### src/rtl/iwst_pkg.sv
// Shared types and constants for the in-flight write segment tracker.
// No dependencies; the controller, datapath, top level and bench files refer to this package.
`default_nettype none

package iwst_pkg;

	// Table sizes and the index and counter widths derived from them.
	localparam int SEG_SLOTS = 64;
	localparam int REQ_SLOTS = 32;
	localparam int SEG_W     = $clog2(SEG_SLOTS);
	localparam int REQ_W     = $clog2(REQ_SLOTS);
	localparam int CNT_W     = $clog2(SEG_SLOTS + 1);

	typedef enum logic [1:0] {
		OP_PUSH  = 2'd0,
		OP_POP   = 2'd1,
		OP_QUERY = 2'd2,
		OP_NOP   = 2'd3
	} op_t;

	typedef enum logic [2:0] {
		KIND_OUTDATED  = 3'd0,
		KIND_ASSIGNED  = 3'd1,
		KIND_POPPED    = 3'd2,
		KIND_SYNC      = 3'd3,
		KIND_NOT_FOUND = 3'd4,
		KIND_FULL      = 3'd5
	} kind_t;

	// One stored segment.
	typedef struct packed {
		logic [31:0]      chunk;
		logic [31:0]      first;
		logic [31:0]      limit;
		logic [REQ_W-1:0] owner;
	} seg_t;

	// Which owner entry the request tables are looked up at.
	typedef enum logic [1:0] {
		SEL_SCAN = 2'd0,
		SEL_BEST = 2'd1,
		SEL_HIT  = 2'd2,
		SEL_SEG  = 2'd3
	} own_sel_t;

	typedef enum logic [4:0] {
		ST_IDLE,
		ST_DISPATCH,
		ST_A_RD,
		ST_A_EV,
		ST_CHECK,
		ST_FULL,
		ST_B_RD,
		ST_B_EV,
		ST_B_SPL,
		ST_G_SCAN,
		ST_G_END,
		ST_G_EMIT,
		ST_STORE,
		ST_F_SCAN,
		ST_F_END,
		ST_NF,
		ST_Q_EMIT,
		ST_S_RD,
		ST_S_EV,
		ST_S_END,
		ST_S_NONE,
		ST_S_EMIT
	} state_t;

	// Commands from the controller to the datapath.
	typedef struct packed {
		logic     in_ready;
		logic     scan_clr;
		logic     mem_rd;
		logic     a_eval;
		logic     b_eval;
		logic     b_split;
		logic     g_eval;
		logic     g_emit;
		logic     store_new;
		logic     f_eval;
		logic     s_eval;
		logic     s_emit;
		logic     emit_nf;
		logic     emit_full;
		logic     emit_sync;
		logic     free_hit;
		own_sel_t own_sel;
	} cmd_t;

	// Status from the datapath to the controller.
	typedef struct packed {
		logic in_valid;
		op_t  op;
		logic si_last;
		logic ri_last;
		logic push_ok;
		logic cut;
		logic found;
		logic split_need;
		logic cnt_zero;
		logic cnt_one;
		logic out_free;
	} sts_t;

endpackage

`default_nettype wire

### src/rtl/iwst_ctrl.sv
// Sequencer of the segment tracker: walks push, pop and query through their scans.
// Depends on iwst_pkg.
`default_nettype none

module iwst_ctrl (
	input  wire                 clk,
	input  wire                 arst_n,
	input  iwst_pkg::sts_t      sts,
	output iwst_pkg::cmd_t      cmd
);

	iwst_pkg::state_t state_q;
	iwst_pkg::state_t state_nx;

	// State register.
	always_ff @(posedge clk or negedge arst_n) begin
		if (!arst_n) begin
			state_q <= iwst_pkg::ST_IDLE;
		end else begin
			state_q <= state_nx;
		end
	end

	// Next state.
	always_comb begin
		state_nx = state_q;
		case (state_q)
			iwst_pkg::ST_IDLE: begin
				if (sts.in_valid) state_nx = iwst_pkg::ST_DISPATCH;
			end
			iwst_pkg::ST_DISPATCH: begin
				case (sts.op)
					iwst_pkg::OP_PUSH: state_nx = iwst_pkg::ST_A_RD;
					iwst_pkg::OP_POP, iwst_pkg::OP_QUERY: state_nx = iwst_pkg::ST_F_SCAN;
					default: state_nx = iwst_pkg::ST_IDLE;
				endcase
			end
			iwst_pkg::ST_A_RD: state_nx = iwst_pkg::ST_A_EV;
			iwst_pkg::ST_A_EV: begin
				state_nx = sts.si_last ? iwst_pkg::ST_CHECK : iwst_pkg::ST_A_RD;
			end
			iwst_pkg::ST_CHECK: begin
				if (!sts.push_ok) state_nx = iwst_pkg::ST_FULL;
				else if (sts.cut) state_nx = iwst_pkg::ST_B_RD;
				else state_nx = iwst_pkg::ST_STORE;
			end
			iwst_pkg::ST_FULL: begin
				if (sts.out_free) state_nx = iwst_pkg::ST_IDLE;
			end
			iwst_pkg::ST_B_RD: state_nx = iwst_pkg::ST_B_EV;
			iwst_pkg::ST_B_EV: begin
				if (sts.split_need) state_nx = iwst_pkg::ST_B_SPL;
				else if (sts.si_last) state_nx = iwst_pkg::ST_G_SCAN;
				else state_nx = iwst_pkg::ST_B_RD;
			end
			iwst_pkg::ST_B_SPL: begin
				state_nx = sts.si_last ? iwst_pkg::ST_G_SCAN : iwst_pkg::ST_B_RD;
			end
			iwst_pkg::ST_G_SCAN: begin
				if (sts.ri_last) state_nx = iwst_pkg::ST_G_END;
			end
			iwst_pkg::ST_G_END: begin
				state_nx = sts.found ? iwst_pkg::ST_G_EMIT : iwst_pkg::ST_STORE;
			end
			iwst_pkg::ST_G_EMIT: begin
				if (sts.out_free) state_nx = iwst_pkg::ST_G_SCAN;
			end
			iwst_pkg::ST_STORE: begin
				if (sts.out_free) state_nx = iwst_pkg::ST_IDLE;
			end
			iwst_pkg::ST_F_SCAN: begin
				if (sts.ri_last) state_nx = iwst_pkg::ST_F_END;
			end
			iwst_pkg::ST_F_END: begin
				if (!sts.found) state_nx = iwst_pkg::ST_NF;
				else if (sts.op == iwst_pkg::OP_QUERY) state_nx = iwst_pkg::ST_Q_EMIT;
				else state_nx = iwst_pkg::ST_S_RD;
			end
			iwst_pkg::ST_NF, iwst_pkg::ST_Q_EMIT, iwst_pkg::ST_S_NONE: begin
				if (sts.out_free) state_nx = iwst_pkg::ST_IDLE;
			end
			iwst_pkg::ST_S_RD: state_nx = iwst_pkg::ST_S_EV;
			iwst_pkg::ST_S_EV: begin
				state_nx = sts.si_last ? iwst_pkg::ST_S_END : iwst_pkg::ST_S_RD;
			end
			iwst_pkg::ST_S_END: begin
				state_nx = sts.cnt_zero ? iwst_pkg::ST_S_NONE : iwst_pkg::ST_S_EMIT;
			end
			iwst_pkg::ST_S_EMIT: begin
				if (sts.out_free) state_nx = sts.cnt_one ? iwst_pkg::ST_IDLE : iwst_pkg::ST_S_RD;
			end
			default: state_nx = iwst_pkg::ST_IDLE;
		endcase
	end

	// Commands for each state.
	always_comb begin
		cmd = '0;
		case (state_q)
			iwst_pkg::ST_IDLE: cmd.in_ready = 1'b1;
			iwst_pkg::ST_DISPATCH: cmd.scan_clr = 1'b1;
			iwst_pkg::ST_A_RD, iwst_pkg::ST_B_RD, iwst_pkg::ST_S_RD: cmd.mem_rd = 1'b1;
			iwst_pkg::ST_A_EV: cmd.a_eval = 1'b1;
			iwst_pkg::ST_CHECK: cmd.scan_clr = 1'b1;
			iwst_pkg::ST_FULL: cmd.emit_full = sts.out_free;
			iwst_pkg::ST_B_EV: begin
				cmd.b_eval  = 1'b1;
				cmd.own_sel = iwst_pkg::SEL_SEG;
			end
			iwst_pkg::ST_B_SPL: begin
				cmd.b_split = 1'b1;
				cmd.own_sel = iwst_pkg::SEL_SEG;
			end
			iwst_pkg::ST_G_SCAN: begin
				cmd.g_eval  = 1'b1;
				cmd.own_sel = iwst_pkg::SEL_SCAN;
			end
			iwst_pkg::ST_G_EMIT: begin
				cmd.own_sel  = iwst_pkg::SEL_BEST;
				cmd.g_emit   = sts.out_free;
				cmd.scan_clr = sts.out_free;
			end
			iwst_pkg::ST_STORE: cmd.store_new = sts.out_free;
			iwst_pkg::ST_F_SCAN: begin
				cmd.f_eval  = 1'b1;
				cmd.own_sel = iwst_pkg::SEL_SCAN;
			end
			iwst_pkg::ST_F_END: cmd.scan_clr = sts.found;
			iwst_pkg::ST_NF: cmd.emit_nf = sts.out_free;
			iwst_pkg::ST_Q_EMIT: begin
				cmd.own_sel   = iwst_pkg::SEL_HIT;
				cmd.emit_sync = sts.out_free;
			end
			iwst_pkg::ST_S_EV: cmd.s_eval = 1'b1;
			iwst_pkg::ST_S_NONE: begin
				cmd.emit_nf  = sts.out_free;
				cmd.free_hit = sts.out_free;
			end
			iwst_pkg::ST_S_EMIT: begin
				cmd.s_emit   = sts.out_free;
				cmd.scan_clr = sts.out_free;
			end
			default: cmd = '0;
		endcase
	end

endmodule

`default_nettype wire

### config.mk
export PLATFORM = sky130hd
export DESIGN_NAME = iwst_ctrl
export DESIGN_NICKNAME = d
export VERILOG_FILES = /design/src/rtl/iwst_pkg.sv /design/src/rtl/iwst_ctrl.sv
export SDC_FILE = /design/constraint.sdc
export NUM_CORES = 1
export LEC_CHECK = 0
export BUFFER_PORTS_ARGS = -buffer_cell sky130_fd_sc_hd__buf_2
export CAP_MARGIN = 30
export CORE_MARGIN = 2
export CORE_UTILIZATION = 45
export DETAILED_ROUTE_END_ITERATION = 10
export GPL_TIMING_DRIVEN = 1
export HOLD_SLACK_MARGIN = 0.06
export PLACE_DENSITY = 0.77
export SETUP_SLACK_MARGIN = 0.3
export SLEW_MARGIN = 20
export SYNTH_ARGS = -nofsm -noshare
export SYNTH_HDL_FRONTEND = slang
export SYNTH_SLANG_ARGS = --single-unit
export TNS_END_PERCENT = 30
### constraint.sdc
create_clock -name clk -period 2.5 [get_ports clk]
set_input_delay 0.5 -clock clk [delete_from_list [all_inputs] [get_ports clk]]
set_output_delay 0.5 -clock clk [all_outputs]
set_load 0.02 [all_outputs]
=== Word level (Yosys, flattened, before mapping) ===
Index checks and enable logic that the tools add are counted.

* Flip-flop bits (word level): 5
* Latch bits: 0
* Memory bits (writable): 0
* Bits in read-only memories: 0
* Bits of input ports: 14
* Output and inout port bits: 18
* Word-level logic and storage cells: 76
* Memories kept: 0

* $add $sub $neg: 0
* Multipliers: 0
* Div/mod/pow operators: 0
* $lt $le $gt $ge: 0
* Equal/unequal tests: 29
* Shift operators: 0
* Multiplexer cells: 36
* Bitwise logic cells: 0
* Reductions and logical operators: 10

{| class="wikitable"
|+ Operators with widths
! cell !! count
|-
| one-hot mux 5 bit (18 select lines) || 1
|-
| equality test 5 x 4 -> 1 bit (second input constant) || 8
|-
| two-way mux 5 bit || 8
|-
| equality test 5 bit (second input constant) || 6
|-
| equality test 5 x 3 -> 1 bit (second input constant) || 4
|-
| two-way mux 1 bit || 17
|-
| two-way mux 4 bit || 4
|-
| equality test 5 x 2 -> 1 bit (second input constant) || 2
|-
| inequality test 2 bit (second input constant) || 5
|-
| OR reduction 2 bit || 5
|-
| one-hot mux 4 bit (2 select lines) || 1
|-
| two-way mux 3 bit || 2
|-
| one-hot mux 2 bit (3 select lines) || 1
|-
| AND reduction 6 bit || 1
|-
| equality test 5 x 1 -> 1 bit (second input constant) || 1
|-
| logical NOT 5 bit || 1
|-
| OR reduction 5 bit || 1
|-
| one-hot mux 1 bit (3 select lines) || 1
|-
| OR reduction 3 bit || 1
|-
| equality test 2 x 1 -> 1 bit (second input constant) || 1
|-
| equality test 2 bit (second input constant) || 1
|-
| logical NOT 2 bit || 1
|-
| two-way mux 2 bit || 1
|-
| inequality test 2 x 1 -> 1 bit (second input constant) || 1
|}

=== Depth between registers and ports, before layout ===
* Depth in word-level cells: 4
* Mapped depth: 7
* Mapped depth without buffers: 6

=== Worst setup path after synthesis ===
Ideal clock, no wire load.

* Path kind: register to output
* From: reg state_q[4]
* To: out cmd[1] (netlist bit)
* Arrival: 1.636 ns
* Data required time: 2.000 ns
* Slack: 0.364 ns
* Cell stages (with the launch flop): 5
* Buffers on the path: 2
* Cell sequence: dfrtp_1 -> buf_4 -> clkbuf_1 -> nor3_1 -> o21bai_1

{| class="wikitable"
|+ RTL lines
! item !! line !! source
|-
| start, declared || iwst_ctrl.sv:12 || <nowiki>iwst_pkg::state_t state_q;</nowiki>
|-
| start signal, assigned || iwst_ctrl.sv:18 || <nowiki>state_q <= iwst_pkg::ST_IDLE;</nowiki>
|-
| start signal, assigned || iwst_ctrl.sv:20 || <nowiki>state_q <= state_nx;</nowiki>
|-
| end, declared || iwst_ctrl.sv:9 || <nowiki>output iwst_pkg::cmd_t cmd</nowiki>
|}

==> results.toml <==
[critical_path]
worstPathRequired_ns = 2.00
end_kind = "output pin"
reg2reg_slack_ns = 0.56
start_kind = "flop"
worstSetupPathType = "reg -> out"
arrival_ns = 1.66
worstPathMaxFanout = 19

[synth]
ys_ff_latch = 5
synth-seq-area-share_pct = 12.3
synth-xor-area-share_pct = 0.862
syn_inst = 143
yosysMostFrequentCell = "nor2_1"
synth_compound_area_share_pct = 26.4
synth.top_cell.area_share_pct = 12.3
synth_top_family_by_area = "simple AND/OR/NAND/NOR gates"
synthSimpleGateAreaFrac_pct = 44.2
synthTopCellsByCount = "16 x nor2_1, 11 x nand2_1, 10 x o21ai_0, 8 x nand2b_1"
synth.net_count = 159
synth_mux_area_share_pct = 2.22
synth_area_leaders = "dfrtp_1 12%, nor2_1 5.9%, nand2b_1 4.9%, o21ai_0 4.9%, nand2_1 4.1%"
yosys.area_share.adder_pct = 2.46
synth_area_leader_cell = "dfrtp_1"
async_reset_ff_share_pct = 100
syn_area_um2 = 1020
synth_flop_cell = "dfrtp_1"
yosysUniqueCellTypes = 49
synth-edff-count = 0
avgSynthCellArea_um2 = 7.10
ys_warn_count = 0

[power]
p_seq_share_pct = 19.7
pwr-share-clk_pct = 6.5
max-vdd-ir-drop_v = 0.000479
p_sw_share_pct = 54.5
powerDensity_nw_per_um2 = 1140
p_switching_mw = 0.772
leakagePower_nw = 0.541
power_frac_comb_pct = 73.8
fin_total_pwr_mw = 1.42
p_int_mw = 0.643

[clock_tree]
cts.sink_count = 5
clockRootBuffer = "clkbuf_4"
cts.path.max_buffers = 2
numCtsBuffers = 3
cts.clk_slew.worst_paths_ns = 0.05
clkLatencyLatePin_ns = 0.24
cts_tree = "yes"
htree_num_levels = 1
hold_buffers = 0

[die]
rows = 17
ioPinCount = 32
fp.dieH_um = 51.5
coreArea_um2 = 2170
start_util_pct = 46.8
die-area_um2 = 2650
die_w_um = 51.5

[layout]
diodes = 0
fin_cells = 204
seq_area_um2 = 134
post-route-util_pct = 57.0
final_layout_size_suffix_gt1_share_pct = 35.2
syn2layout_area_growth_pct = 21.8
largest_reg_flops = 5
num-fill-cells = 219
reg_top3 = "state_q: 5 flops"
multi_input_area_um2 = 778
design_area_um2 = 1240
nNetsFinal = 193
largest_register = "state_q"

[sta]
fin_setup_tns_ns = 0
slew_headroom_pct = 62.6
layout_setup_ws_ns = 0.342
clock-skew-final_ns = 0.00854
hold_violations = 0
worst_slew_pin_slew_ns = 0.557
post-route-min-period_ns = 2.16
hold_slack_ns = 0.0625
report.final.slew_viol_count = 0
finalCritPeriodShare_pct = 86.3
fmax_ghz = 0.463
setup_viol = 0
rsz0062_at_grt = "yes"

[global_route]
grt_max_degree = 20
grt_pass1_wl_um = 4720
grt_usage_pct = 23.3
antenna_found_initial = 0
first_global_vias = 1046
grt.overflow.total = 0

[placed_design]
portBuffers = 31
gp_congestion = 0.999
hpwl_um = 2200
dpl_worst_slack_ns = 0.342
place_area_um2 = 1140
dp.cells = 192

[route]
ant_nets = 0
drc = 0
drt_iter0_markers = 44
wl_per_cell_um = 14.8
routed_wl_um = 3020
dr.pass1.iters = 4
vias = 1227
viasPerCell = 6.01

[flow_run]
max_cap_violations = 0

[min_path]
min_path_type = "in -> async"

[outcome]
status = "finished clean"
==> metal layers <==
| metal | up-vias | part of all wire (%) | GRT usage [%] | wire length, um |
|---|---|---|---|---|
| met5 | - | 0 | 0 | 0 |
| met3 | 4 | 7.1 | 2.87 | 213 |
| met4 | 0 | 0.96 | 7.02 | 29 |
| met2 | 50 | 50 | 38.0 | 1510 |
| met1 | 580 | 42 | 32.0 | 1270 |
| li1 | 593 | - | - | - |
==> cell type report <==
type | count | share of cell area (%)
flip-flops and latches | 5 | 10.8
inverters | 5 | 1.52
repair buffers | 43 | 19.8
multi-input cells | 119 | 62.9
clock buffers | 4 | 2.12
well taps | 28 | 2.83
==> final timing paths <==
path | from | to | cells past startpoint
min in group clk | sts[4] | state_q[4]$_DFFE_PN0P_ | 2
worst max register to register | state_q[1]$_DFFE_PN0P_ | state_q[1]$_DFFE_PN0P_ | 4
worst min-delay path | arst_n | state_q[0]$_DFFE_PN0P_ | 1
worst max-delay path | state_q[0]$_DFFE_PN0P_ | cmd[16] | 4
worst min register to register | state_q[1]$_DFFE_PN0P_ | state_q[1]$_DFFE_PN0P_ | 1
max in group asynchronous | arst_n | state_q[3]$_DFFE_PN0P_ | 1
==> worst max-delay path, stage by stage, from the launching register on <==
cell	delay (ns)
dfrtp_4	0.57
nand2b_1	0.31
nor3_1	0.23
a311o_1	0.14
buf_2	0.16
==> power by group through the flow <==
| stage | Clock (mW) | Combinational [mW] | Sequential, mW |
|---|---|---|---|
| after detailed placement | 0 | 0.952 | 0.266 |
| after global placement | 0 | 0.935 | 0.256 |
| after global routing | 0.0994 | 1.13 | 0.292 |
| after CTS | 0.0942 | 0.963 | 0.271 |
| final | 0.0917 | 1.04 | 0.279 |
| after floorplan | 0 | 0.915 | 0.139 |
==> cells by family (layout without fill, tap and decap cells) <==
logic type | after synthesis | in the layout
buffers and inverters | 19 | 52
adder cells (fa/ha/maj) | 2 | 2
multiplexers | 2 | 2
flip-flops | 5 | 5
AND/OR/NAND/NOR | 77 | 77
XOR/XNOR | 1 | 1
AO/OA/AOI/OAI | 37 | 37
==> timing repair <==
| action | 4_1_cts | 5_1_grt |
|---|---|---|
| buffers inserted | 0 | 8 |
| resized for setup | 4 | 4 |
| setup endpoints to repair | 8 | 9 |
==> placed cells by master, fill, tap and decap left out, drive strengths merged, types with 3 or more instances in the layout <==
cell,n
a21oi,8
buf,43
clkbuf,4
dfrtp,5
inv,5
nand2,11
nand2b,9
nand3,3
nand4,4
nor2,16
nor2b,5
nor3,8
nor3b,3
nor4,4
o21a,3
o21ai,10
(Power assumes the default switching activity.)
